===== config.mk =====
export PLATFORM = sky130hd
export DESIGN_NAME = depth_attitude_sentence_parser
export DESIGN_NICKNAME = d
export VERILOG_FILES = /design/src/rtl/core/dasp_pkg.sv /design/src/rtl/core/depth_attitude_sentence_parser.sv
export SDC_FILE = /design/constraint.sdc
export NUM_CORES = 1
export LEC_CHECK = 0
export ABC_CLOCK_PERIOD_IN_PS = 5100
export BUFFER_PORTS_ARGS = -buffer_cell sky130_fd_sc_hd__buf_4
export CORE_ASPECT_RATIO = 1.1
export CORE_MARGIN = 10
export CORE_UTILIZATION = 56
export DETAILED_ROUTE_END_ITERATION = 8
export HOLD_SLACK_MARGIN = 0.08
export PLACE_DENSITY = 0.81
export SLEW_MARGIN = 40
export SYNTH_ARGS = -nofsm -noshare
export SYNTH_HDL_FRONTEND = slang
export SYNTH_SLANG_ARGS = --single-unit

===== constraint.sdc =====
create_clock -name aclk -period 5.1 [get_ports aclk]
set_input_delay 0.765 -clock aclk [delete_from_list [all_inputs] [get_ports aclk]]
set_output_delay 0.765 -clock aclk [all_outputs]
set_load 0.01 [all_outputs]

===== src/rtl/core/dasp_pkg.sv =====
// Shared types, constants and sentence-pattern functions for the
// depth/attitude sentence parser. No dependencies.
package dasp_pkg;

    localparam int FRAME_LIMIT = 256;
    localparam int BC_W = $clog2(FRAME_LIMIT + 1);
    localparam int CMP_W = (BC_W > 8) ? BC_W : 8;
    localparam logic [7:0] MIN_LEN_RESET = 8'd20;

    localparam logic [7:0] CH_DOLLAR = 8'h24;
    localparam logic [7:0] CH_STAR   = 8'h2A;
    localparam logic [7:0] CH_HASH   = 8'h23;
    localparam logic [7:0] CH_PLUS   = 8'h2B;
    localparam logic [7:0] CH_MINUS  = 8'h2D;
    localparam logic [7:0] CH_POINT  = 8'h2E;
    localparam logic [7:0] CH_SPACE  = 8'h20;
    localparam logic [7:0] CH_ZERO   = 8'h30;
    localparam logic [7:0] CH_NINE   = 8'h39;
    localparam logic [7:0] CH_D      = 8'h44;
    localparam logic [7:0] CH_H      = 8'h48;

    localparam logic [1:0] ST_UNKNOWN = 2'd0;
    localparam logic [1:0] ST_DEPTH   = 2'd1;
    localparam logic [1:0] ST_ATT     = 2'd2;

    localparam logic [2:0] NP_BEFORE = 3'd0;
    localparam logic [2:0] NP_SIGN   = 3'd1;
    localparam logic [2:0] NP_INT    = 3'd2;
    localparam logic [2:0] NP_POINT  = 3'd3;
    localparam logic [2:0] NP_FRAC   = 3'd4;
    localparam logic [2:0] NP_TAKEN  = 3'd5;

    localparam logic [1:0] KIND_DEPTH  = 2'd0;
    localparam logic [1:0] KIND_ATT    = 2'd1;
    localparam logic [1:0] KIND_REJECT = 2'd2;
    localparam logic [1:0] KIND_TICK   = 2'd3;

    localparam logic [4:0] STEP_TYPE = 5'd2;
    localparam logic [4:0] LEN_DEPTH = 5'd15;
    localparam logic [4:0] LEN_ATT   = 5'd11;

    typedef struct packed {
        logic [1:0]        stype;
        logic [4:0]        step;
        logic              neg;
        logic [2:0]        nphase;
        logic [15:0]       acc;
        logic [2:0][15:0]  vals;
        logic              failed;
    } parser_t;

    localparam parser_t PARSER_CLEAR = '0;

    function automatic logic [4:0] pat_len(input logic [1:0] stype);
        return (stype == ST_ATT) ? LEN_ATT : LEN_DEPTH;
    endfunction

    // "ISDPT,#,M,#,B,#" or "ISHPR,#,#,#"; zero past the end
    function automatic logic [7:0] pat_char(input logic [1:0] stype, input logic [4:0] step);
        logic [7:0] c;
        c = 8'h00;
        if (stype == ST_ATT) begin
            case (step)
                5'd0: c = 8'h49;
                5'd1: c = 8'h53;
                5'd2: c = 8'h48;
                5'd3: c = 8'h50;
                5'd4: c = 8'h52;
                5'd5, 5'd7, 5'd9: c = 8'h2C;
                5'd6, 5'd8, 5'd10: c = CH_HASH;
                default: c = 8'h00;
            endcase
        end else begin
            case (step)
                5'd0: c = 8'h49;
                5'd1: c = 8'h53;
                5'd2: c = 8'h44;
                5'd3: c = 8'h50;
                5'd4: c = 8'h54;
                5'd5, 5'd7, 5'd9, 5'd11, 5'd13: c = 8'h2C;
                5'd6, 5'd10, 5'd14: c = CH_HASH;
                5'd8: c = 8'h4D;
                5'd12: c = 8'h42;
                default: c = 8'h00;
            endcase
        end
        return c;
    endfunction

    function automatic logic [1:0] cap_idx(input logic [1:0] stype, input logic [4:0] step);
        logic [1:0] k;
        k = 2'd0;
        if (stype == ST_ATT) begin
            case (step)
                5'd8:    k = 2'd1;
                5'd10:   k = 2'd2;
                default: k = 2'd0;
            endcase
        end else begin
            case (step)
                5'd10:   k = 2'd1;
                5'd14:   k = 2'd2;
                default: k = 2'd0;
            endcase
        end
        return k;
    endfunction

    function automatic logic parse_done(input parser_t p);
        return (p.stype != ST_UNKNOWN) && (p.step >= pat_len(p.stype));
    endfunction

    // one character through the sentence parser
    function automatic parser_t feed(input parser_t p, input logic [7:0] ch);
        parser_t     r;
        logic        digit;
        logic        ws;
        logic        finish;
        logic        lit;
        logic [15:0] d;
        logic [15:0] acc10;
        logic [15:0] fin_acc;
        logic [7:0]  c;
        r       = p;
        digit   = (ch >= CH_ZERO) && (ch <= CH_NINE);
        ws      = (ch == CH_SPACE) || ((ch >= 8'd9) && (ch <= 8'd13));
        d       = {12'd0, ch[3:0]};
        acc10   = (p.acc << 3) + (p.acc << 1);
        fin_acc = p.acc;
        finish  = 1'b0;
        lit     = 1'b0;
        c       = pat_char(p.stype, p.step);
        if (p.failed || parse_done(p)) begin
            r = p;
        end else if (p.step == STEP_TYPE) begin
            if (ch == CH_D) r.stype = ST_DEPTH;
            else if (ch == CH_H) r.stype = ST_ATT;
            else r.failed = 1'b1;
            r.step = p.step + 5'd1;
        end else begin
            if (c == CH_HASH) begin
                case (p.nphase)
                    NP_BEFORE, NP_SIGN: begin
                        if (p.nphase == NP_BEFORE && ws) begin
                            r.nphase = NP_BEFORE;
                        end else if (p.nphase == NP_BEFORE && ch == CH_PLUS) begin
                            r.nphase = NP_SIGN;
                        end else if (p.nphase == NP_BEFORE && ch == CH_MINUS) begin
                            r.neg    = 1'b1;
                            r.nphase = NP_SIGN;
                        end else if (digit) begin
                            r.acc    = d;
                            r.nphase = NP_INT;
                        end else if (ch == CH_POINT) begin
                            r.nphase = NP_POINT;
                        end else begin
                            r.failed = 1'b1;
                        end
                    end
                    NP_INT: begin
                        if (digit) begin
                            r.acc = acc10 + d;
                        end else if (ch == CH_POINT) begin
                            r.acc    = acc10;
                            r.nphase = NP_FRAC;
                        end else begin
                            fin_acc = acc10;
                            finish  = 1'b1;
                        end
                    end
                    NP_POINT: begin
                        if (digit) begin
                            r.acc    = acc10 + d;
                            r.nphase = NP_TAKEN;
                        end else begin
                            r.failed = 1'b1;
                        end
                    end
                    NP_FRAC: begin
                        if (digit) begin
                            r.acc    = p.acc + d;
                            r.nphase = NP_TAKEN;
                        end else begin
                            finish = 1'b1;
                        end
                    end
                    NP_TAKEN: begin
                        if (!digit) finish = 1'b1;
                    end
                    default: begin
                        r.failed = 1'b1;
                    end
                endcase
                if (finish) begin
                    r.vals[cap_idx(p.stype, p.step)] = p.neg ? (16'd0 - fin_acc) : fin_acc;
                    r.neg    = 1'b0;
                    r.nphase = NP_BEFORE;
                    r.acc    = '0;
                    r.step   = p.step + 5'd1;
                    if (!parse_done(r)) begin
                        c   = pat_char(r.stype, r.step);
                        lit = 1'b1;
                    end
                end
            end else begin
                lit = 1'b1;
            end
            if (lit) begin
                if (c == ch && ch != 8'h00) r.step = r.step + 5'd1;
                else r.failed = 1'b1;
            end
        end
        return r;
    endfunction

endpackage


===== src/rtl/core/depth_attitude_sentence_parser.sv =====
// Depth/attitude sentence parser: frames serial bytes, parses fields on the fly.
// Depends on dasp_pkg.
// A request is captured in the input register; its result is then captured in the result register.
// Throughput: one request per cycle while results are taken; a waiting result stalls the input register.
// Frame close and poll ticks each give one result; other bytes give none.
// Reset: aresetn synchronous, active low; clears framing, parser, miss count, min length 20.
module depth_attitude_sentence_parser (
    input  logic               aclk,
    input  logic               aresetn,
    input  logic               cfg_we,
    input  logic [7:0]         cfg_wdata,
    input  logic               s_valid,
    output logic               s_ready,
    input  logic               s_mode,
    input  logic [7:0]         s_rx_byte,
    output logic               m_valid,
    input  logic               m_ready,
    output logic [1:0]         m_result_kind,
    output logic signed [15:0] m_first_value,
    output logic signed [15:0] m_second_value,
    output logic signed [15:0] m_third_value,
    output logic [15:0]        m_missed_polls
);
    import dasp_pkg::*;

    localparam logic [1:0] PH_HUNT    = 2'd0;
    localparam logic [1:0] PH_COLLECT = 2'd1;
    localparam logic [1:0] PH_CLOSED  = 2'd2;

    logic            in_valid_reg;
    logic            mode_reg;
    logic [7:0]      byte_reg;
    logic [7:0]      min_len_reg;
    logic [1:0]      phase_reg, phase_next;
    logic [BC_W-1:0] bc_reg, bc_next;
    parser_t         ps_reg, ps_next;
    logic [15:0]     miss_reg, miss_next;

    logic            out_valid_reg;
    logic [1:0]      kind_reg, kind_next;
    logic [15:0]     v0_reg, v0_next, v1_reg, v1_next, v2_reg, v2_next;
    logic [15:0]     polls_reg, polls_next;
    logic            emit;

    logic            adv;
    parser_t         fed;
    logic [BC_W-1:0] bc_inc;
    logic            close_hit;

    assign adv     = in_valid_reg && (!out_valid_reg || m_ready);
    assign s_ready = !in_valid_reg || adv;

    assign fed       = feed(ps_reg, close_hit ? CH_STAR : byte_reg);
    assign bc_inc    = bc_reg + {{(BC_W-1){1'b0}}, 1'b1};
    assign close_hit = (byte_reg == CH_STAR) &&
                       (CMP_W'(bc_reg) > CMP_W'(min_len_reg));

    always_comb begin
        phase_next = phase_reg;
        bc_next    = bc_reg;
        ps_next    = ps_reg;
        miss_next  = miss_reg;
        emit       = 1'b0;
        kind_next  = KIND_REJECT;
        v0_next    = '0;
        v1_next    = '0;
        v2_next    = '0;
        polls_next = '0;
        if (mode_reg) begin
            miss_next  = miss_reg + ((phase_reg != PH_CLOSED) ? 16'd1 : 16'd0);
            emit       = 1'b1;
            kind_next  = KIND_TICK;
            polls_next = miss_next;
            phase_next = PH_HUNT;
            bc_next    = '0;
            ps_next    = PARSER_CLEAR;
        end else if (phase_reg == PH_COLLECT) begin
            if (close_hit) begin
                ps_next    = fed;
                phase_next = PH_CLOSED;
                emit       = 1'b1;
                if (!fed.failed && parse_done(fed)) begin
                    kind_next = (fed.stype == ST_ATT) ? KIND_ATT : KIND_DEPTH;
                    v0_next   = fed.vals[0];
                    v1_next   = fed.vals[1];
                    v2_next   = fed.vals[2];
                end
            end else begin
                ps_next = fed;
                bc_next = bc_inc;
                if (bc_inc >= BC_W'(FRAME_LIMIT)) begin
                    phase_next = PH_HUNT;
                    bc_next    = '0;
                    ps_next    = PARSER_CLEAR;
                    if (byte_reg == CH_DOLLAR) begin
                        phase_next = PH_COLLECT;
                        bc_next    = BC_W'(1);
                    end
                end
            end
        end else if (phase_reg == PH_HUNT && byte_reg == CH_DOLLAR) begin
            phase_next = PH_COLLECT;
            bc_next    = BC_W'(1);
            ps_next    = PARSER_CLEAR;
        end
    end

    always_ff @(posedge aclk) begin
        if (!aresetn) begin
            in_valid_reg  <= 1'b0;
            out_valid_reg <= 1'b0;
            min_len_reg   <= MIN_LEN_RESET;
            phase_reg     <= PH_HUNT;
            bc_reg        <= '0;
            ps_reg        <= PARSER_CLEAR;
            miss_reg      <= '0;
        end else begin
            if (cfg_we) min_len_reg <= cfg_wdata;
            if (s_valid && s_ready) in_valid_reg <= 1'b1;
            else if (adv) in_valid_reg <= 1'b0;
            if (adv) begin
                phase_reg <= phase_next;
                bc_reg    <= bc_next;
                ps_reg    <= ps_next;
                miss_reg  <= miss_next;
            end
            if (adv && emit) out_valid_reg <= 1'b1;
            else if (m_ready) out_valid_reg <= 1'b0;
        end
    end

    always_ff @(posedge aclk) begin
        if (s_valid && s_ready) begin
            mode_reg <= s_mode;
            byte_reg <= s_rx_byte;
        end
        if (adv && emit) begin
            kind_reg  <= kind_next;
            v0_reg    <= v0_next;
            v1_reg    <= v1_next;
            v2_reg    <= v2_next;
            polls_reg <= polls_next;
        end
    end

    assign m_valid        = out_valid_reg;
    assign m_result_kind  = kind_reg;
    assign m_first_value  = $signed(v0_reg);
    assign m_second_value = $signed(v1_reg);
    assign m_third_value  = $signed(v2_reg);
    assign m_missed_polls = polls_reg;

    a_bc_range: assert property (@(posedge aclk) disable iff (!aresetn)
        (phase_reg == PH_COLLECT) |-> (bc_reg != '0 && bc_reg < BC_W'(FRAME_LIMIT)))
        else $error("byte count out of range while collecting");

    a_tick_result: assert property (@(posedge aclk) disable iff (!aresetn)
        (adv && mode_reg) |=> (m_valid && m_result_kind == KIND_TICK))
        else $error("poll tick gave no tick result");

    a_polls_zero: assert property (@(posedge aclk) disable iff (!aresetn)
        (m_valid && m_result_kind != KIND_TICK) |-> (m_missed_polls == 16'd0))
        else $error("missed poll count on frame result");

    a_values_zero: assert property (@(posedge aclk) disable iff (!aresetn)
        (m_valid && (m_result_kind == KIND_TICK || m_result_kind == KIND_REJECT)) |->
        (v0_reg == 16'd0 && v1_reg == 16'd0 && v2_reg == 16'd0))
        else $error("values nonzero on tick or reject");

    a_step_bound: assert property (@(posedge aclk) disable iff (!aresetn)
        ps_reg.step <= LEN_DEPTH)
        else $error("parse step past pattern end");

endmodule


==> results.sh, run 1 <==
export IMPL_finalHoldViolCount=0
export IMPL_area_delta_synth_final_pct=15.4
export IMPL_grt_overflow_total=0
export IMPL_slowest_delay_ns=0.58
export IMPL_portBuffers=89
export IMPL_path_cells="ha_2 > inv_1 > ha_1 > clkinv_2 > ha_1 > o22ai_1 > a21oi_1 > or4_4 > a2111oi_4 > o21ai_0 > a22oi_1 > and3b_1 > nand2_1 > o21ai_2 > o311ai_0 > a21oi_1 > a21oi_2 > ha_1 > o2111a_2 > o211ai_4 > buf_12 > clkbuf_16 > nor3_1"
export IMPL_async_reset_ff_frac=0
export IMPL_num_nets_final=1718
export IMPL_place_area_um2=13900
export IMPL_comb_power_share=0.042
export IMPL_relSlewSlack=0.303
export IMPL_antenna_found_initial=1
export IMPL_drv_slew=0
export IMPL_status="complete, no violations"
export IMPL_crit_top_cell="ha_1"
export IMPL_fin_area_um2=14800
export IMPL_rows=58
export IMPL_clkPwrFrac=0.460
export IMPL_worstSetupPathType="reg -> reg"
export IMPL_startpoint_type="flip-flop"
export IMPL_wl_um=38100
export IMPL_synth_area_um2=12900
export IMPL_clock_sinks=201
export IMPL_synth_edff_count=75
export IMPL_core_area_um2=22700
export IMPL_ys_ff_latch=201
export IMPL_layout_min_cycle_time_ns=4.93
export IMPL_finalSetupViolations=0
export IMPL_first_pass_iters=6
export IMPL_p_int_mw=2.60
export IMPL_clockRootBuffer="clkbuf_16"
export IMPL_holdBufCountCts=0
export IMPL_syn_instance_count=1569
export IMPL_critical_path_arrival_ns=5.28
export IMPL_cts_tree="done"
export IMPL_sw_frac_of_total=0.230
export IMPL_synth_top_cell_area_share=0.196
export IMPL_die_w_um=165
export IMPL_remaining_drc_errors=0
export IMPL_n_fill_cell=1897
export IMPL_p_switching_uw=779
export IMPL_cts_htree_levels=1
export IMPL_cts_reportedPaths_clkPinSlew_ns=0.06
export IMPL_drtIter0Drc=1042
export IMPL_synth_area_leader_cell="dfxtp_1"
export IMPL_fin_crit_sh=0.966
export IMPL_power_density_nw_per_um2=228
export IMPL_post_drt_wl_per_cell_um=19.4
export IMPL_routed_via_density=6.35
export IMPL_synth_ff_type="dfxtp_1"
export IMPL_drive_above_1_share=0.143
export IMPL_hold_path_class="in -> reg"
export IMPL_grt_pass1_vias=11400
export IMPL_io_pins=90
export IMPL_ir_worst_vdd_v=0.000286
export IMPL_synth_cell_types=99
export IMPL_start_util=0.566
export IMPL_largest_reg_flops=76
export IMPL_antenna_left=0
export IMPL_grt_max_degree=104
export IMPL_grt_first_pass_wirelength_um=59100
export IMPL_yosys_warnings=0
export IMPL_crit_path_top_delay_cell="or4_4"
export IMPL_path_max_fanout=12
export IMPL_syn_avg_cell_area_um2=8.20
export IMPL_finalWeightedCongestion=1.01
export IMPL_die_area_um2=29400
export IMPL_worst_setup_path_end_kind="flip-flop"
export IMPL_setup_tns_ns=0
export IMPL_synth_seq_area_share=0.371
export IMPL_num_vias=12400
export IMPL_synthTopCellsByArea="dfxtp_1 20%, edfxtp_1 18%, nor2_1 6.7%, nand2_1 5.2%, a21oi_1 5.0%"
export IMPL_holdWs_ns=0.424
export IMPL_finalClockSkew_ns=0.0213
export IMPL_p_leak_nw=5.67
export IMPL_clockBufferDepth=3
export IMPL_numCtsBuffers=22
export IMPL_required_ns=5.46
export IMPL_seq_power_share=0.498
export IMPL_rsz0062_at_grt="no"
export IMPL_dp_hpwl_um=26800
export IMPL_clock_latency_ns=0.53
export IMPL_tightest_slew_ns=1.04
export IMPL_chipHeight_um=179
export IMPL_synthesis_nets=1645
export IMPL_antennaDiodeCount=0
export IMPL_fmax_mhz=203
export IMPL_cap_violations=0
export IMPL_grt_usage=0.242
## cells by family (layout without fill, tap and decap cells)
| logic type | after synthesis | count (layout) | share of synthesized area |
|---|---|---|---|
| AND/OR/NAND/NOR | 622 | 622 | 0.228 |
| AO/OA/AOI/OAI | 455 | 455 | 0.233 |
| flip-flops | 201 | 201 | 0.371 |
| buffers and inverters | 140 | 229 | 0.0445 |
| XOR/XNOR | 74 | 74 | 0.0504 |
| adder cells (fa/ha/maj) | 54 | 54 | 0.0543 |
| multiplexers | 23 | 23 | 0.0184 |
## worst max-delay path: cells and delay by family, from the launching register on
family	cells	cell delay [ns]
and+or+nand+nor	4	1.12
AOI/OAI and AO/OA	11	1.79
adders and majority gates	4	1.05
buffers and inverters	4	0.45
DFF	1	0.34
## synthesized netlist by cell type, types with 5 or more instances
master,n
nor2_1,230
nand2_1,178
a21oi_1,128
dfxtp_1,126
o21ai_0,91
clkbuf_1,79
edfxtp_1,75
a22oi_1,53
ha_1,51
nor3_1,39
xnor2_1,38
xor2_1,36
inv_1,35
nand3_1,28
and2_1,25
mux2i_1,21
a31oi_1,19
nand4_1,16
nand2b_1,15
o211ai_1,15
or3_1,14
and3_1,13
buf_2,12
nor2b_1,12
a211oi_1,11
o31ai_1,11
a21o_1,10
o21a_1,9
o22ai_1,9
o21ai_1,7
a2111oi_0,6
and4_1,6
o211a_1,6
o311ai_0,6
a211o_1,5
a32oi_1,5
buf_1,5
nor4_1,5
or4_1,5
## layout make-up
type / instances / area, µm² / share of cell area
clock buffers: 30 / 632 / 0.0426
well taps: 300 / 375 / 0.0253
inverters: 39 / 150 / 0.0101
flip-flops and latches: 201 / 4770 / 0.322
clock inverters: 10 / 80.1 / 0.00540
repair buffers: 150 / 1200 / 0.0812
multi-input cells: 1228 / 7620 / 0.514
## metal layers
metal  vias up  routed length, µm  global-route usage
met4         0               1830               0.110
li1       5855                  -                   -
met5         -                  0                   0
met3       133               3020              0.0377
met2       595              18200               0.407
met1      5854              15100               0.301
## power by group through the flow
stage	Combinational (mW)	Sequential [mW]	Clock (mW)
4_1_cts	0.136	1.69	1.57
2_1_floorplan	0.0883	1.72	0
6_report	0.141	1.68	1.56
3_3_place_gp	0.132	1.72	0
5_1_grt	0.155	1.69	1.63
3_5_place_dp	0.136	1.72	0
## path summary, 6_finish.rpt
kind / slack [ns] / depth (start not counted) / startpoint / to
worst max-delay path: 0.17 / 23 / ps_reg[70] / m_third_value[12]
worst min-delay path: 0.42 / 1 / s_mode / mode_reg
worst max register to register: 0.17 / 23 / ps_reg[70] / m_third_value[12]
worst min register to register: 0.46 / 2 / ps_reg[16] / ps_reg[16]
## stage by stage
step	cells	total power [mW]	setup slack, ns	util
floorplan	1569	1.81	0.0431	-
global placement	1912	1.85	0.239	0.613
detailed placement	1912	1.86	0.117	0.614
CTS	1952	3.39	0.0604	0.645
global route	1958	3.47	0.0219	0.653
finish	1958	3.38	0.174	0.653
## timing repair
| item | in CTS | in global routing |
|---|---|---|
| buffers inserted | 0 | 2 |
| resized for setup | 0 | 18 |
| hold endpoints to repair | 0 | 0 |
| setup endpoints to repair | 0 | 60 |
## layout by cell type (no fill, tap or decap), types with 38 or more instances in the layout
cell	n
a21oi_1	127
a22oi_1	53
buf_4	142
dfxtp_1	126
edfxtp_1	75
ha_1	49
nand2_1	177
nor2_1	229
o21ai_0	90
xnor2_1	38
No activity file was read; power rests on OpenSTA's default activity.
==> run 2: changes to the inputs <==
--- a/config.mk
+++ b/config.mk
@@ -12,7 +12,7 @@
 export CORE_UTILIZATION = 56
 export DETAILED_ROUTE_END_ITERATION = 8
 export HOLD_SLACK_MARGIN = 0.08
-export PLACE_DENSITY = 0.81
+export PLACE_DENSITY = 0.84
 export SLEW_MARGIN = 40
 export SYNTH_ARGS = -nofsm -noshare
 export SYNTH_HDL_FRONTEND = slang
==> run 2 against run 1 <==
  * First-iteration DRC count grew 12%
  * Global-route usage grew 0.82 points
  * Register-to-register slack is essentially flat
  * Utilization grew 0.17 points
  * Largest power group unchanged
  * Wire length grew 2.8%
==> results.sh, run 2 (same netlist as run 1, synthesis figures left out) <==
export IMPL_rows=58
export IMPL_antenna_left=0
export IMPL_holdBufCountCts=0
export IMPL_drtIter0Drc=1169
export IMPL_core_area_um2=22700
export IMPL_tightest_slew_ns=1.03
export IMPL_cap_violations=0
export IMPL_largest_reg_flops=76
export IMPL_dp_cells=1921
export IMPL_clockRootBuffer="clkbuf_16"
export IMPL_post_drt_wl_per_cell_um=19.9
export IMPL_grt_first_pass_wirelength_um=61000
export IMPL_setup_tns_ns=0
export IMPL_drive_above_1_share=0.146
export IMPL_slowest_delay_ns=0.58
export IMPL_numCtsBuffers=23
export IMPL_antennaDiodeCount=0
export IMPL_die_w_um=165
export IMPL_finish_utilization=0.655
export IMPL_status="complete, no violations"
export IMPL_area_delta_synth_final_pct=15.7
export IMPL_chipHeight_um=179
export IMPL_path_max_fanout=6
export IMPL_hold_path_depth=1
export IMPL_n_fill_cell=1866
export IMPL_grt_pass1_vias=11700
export IMPL_layout_common_cells="229 x nor2_1, 178 x nand2_1, 153 x buf_4"
export IMPL_required_ns=5.45
export IMPL_first_pass_iters=6
export IMPL_hold_path_class="in -> reg"
export IMPL_top_layer_used="met4"
export IMPL_num_nets_final=1727
export IMPL_reg2reg_setup_slack_ns=0.16
export IMPL_finalSetupViolations=0
export IMPL_clockBufferDepth=3
export IMPL_wl_met1_um=15500
export IMPL_portBuffers=89
export IMPL_worst_setup_path_end_kind="flip-flop"
export IMPL_start_util=0.566
export IMPL_finalHoldViolCount=0
export IMPL_power_density_nw_per_um2=231
export IMPL_io_pins=90
export IMPL_crit_path_top_delay_cell="or4_4"
export IMPL_startpoint_type="flip-flop"
export IMPL_wl_um=39100
export IMPL_finalWeightedCongestion=0.987
export IMPL_cts_reportedPaths_clkPinSlew_ns=0.06
export IMPL_relSlewSlack=0.306
export IMPL_fin_crit_sh=0.968
export IMPL_clock_sinks=201
export IMPL_p_leak_nw=5.72
export IMPL_finalClockSkew_ns=0.0126
export IMPL_ir_worst_vdd_v=0.000254
export IMPL_fmax_mhz=203
export IMPL_rr_worst_depth=24
export IMPL_cts_tree="done"
export IMPL_num_vias=12600
export IMPL_grt_usage=0.251
export IMPL_routed_via_density=6.39
export IMPL_dp_hpwl_um=27900
export IMPL_p_total_mw=3.43
export IMPL_drv_slew=0
export IMPL_cts_htree_levels=1
export IMPL_antenna_found_initial=0
export IMPL_layout_commonest_cell="nor2_1"
export IMPL_grt_overflow_total=0
export IMPL_regArea_um2=4770
export IMPL_dr_wl_met3_um=3150
export IMPL_fin_cells=1968
export IMPL_layout_min_cycle_time_ns=4.94
export IMPL_multi_input_area_um2=7610
export IMPL_critical_path_arrival_ns=5.29
export IMPL_die_area_um2=29400
export IMPL_clock_latency_ns=0.53
export IMPL_grt_max_degree=104
export IMPL_wl_met2_um=18800
export IMPL_holdWs_ns=0.414
export IMPL_remaining_drc_errors=0
export IMPL_path_cells="ha_1 > inv_1 > ha_4 > clkinv_2 > ha_1 > o22ai_1 > a21oi_1 > or4_4 > a2111oi_4 > o21ai_0 > a22oi_1 > and3b_2 > nand2_1 > o21ai_1 > o311ai_0 > a21oi_1 > a21oi_1 > ha_1 > o2111a_2 > o211ai_4 > buf_12 > buf_4 > buf_4 > a211oi_1"
export IMPL_worstSetupPathType="reg -> reg"
[run 2: cell count changes in the layout (fill, tap and decap cells not counted), moves of 2 or more]
| cell | delta |
|---|---|
| a211oi_2 | -2 |
| clkinv_2 | +4 |
| a211oi_1 | +2 |
| buf_4 | +11 |
| clkbuf_1 | -2 |
| clkbuf_8 | -3 |
[run 2: worst paths after layout]
check | startpoint | endpoint
max | ps_reg[69] | m_third_value[5]
min | s_mode | mode_reg
max reg2reg | ps_reg[69] | m_third_value[5]
min reg2reg | ps_reg[16] | ps_reg[16]
[run 2: stage by stage]
stage / setup slack (ns) / instance area (µm²)
floorplan: 0.0431 / 12900
global placement: 0.145 / 14000
detailed placement: 0.105 / 14000
CTS: 0.0598 / 14700
global route: -0.107 / 14900
finish: 0.162 / 14900
[run 2: repair_timing]
| item | in CTS | in global routing |
|---|---|---|
| hold endpoints to repair | 0 | 0 |
| endpoints found under the setup margin | 0 | 59 |
| buffers inserted | 0 | 4 |
| resized for setup | 0 | 14 |
[run 2: cell type report]
class                   count  area share
repair buffers            158      0.0831
flip-flops and latches    201       0.321
clock inverters            17     0.00984
well taps                 300      0.0252
inverters                  39      0.0103
clock buffers              25      0.0392
multi-input cells        1228       0.511
[run 2: metal layers]
metal	track usage	up-vias
met5	0	-
met4	0.114	0
met3	0.0370	120
met2	0.424	635
met1	0.310	5974
li1	-	5854
[run 2: report_power, final]
| part | internal (mW) | total [mW] | switching (mW) |
|---|---|---|---|
| clock | 0.897 | 1.61 | 0.711 |
| combinational | 0.0497 | 0.139 | 0.0891 |
| sequential | 1.67 | 1.69 | 0.0145 |
[run 2: worst max-delay path: cells and delay by family (launching register included)]
family	cells	cell delay, ns
buffers and inverters	5	0.56
and+or+nand+nor	3	0.89
DFF	1	0.34
adders and majority gates	4	1.00
AOI/OAI and AO/OA	12	1.97
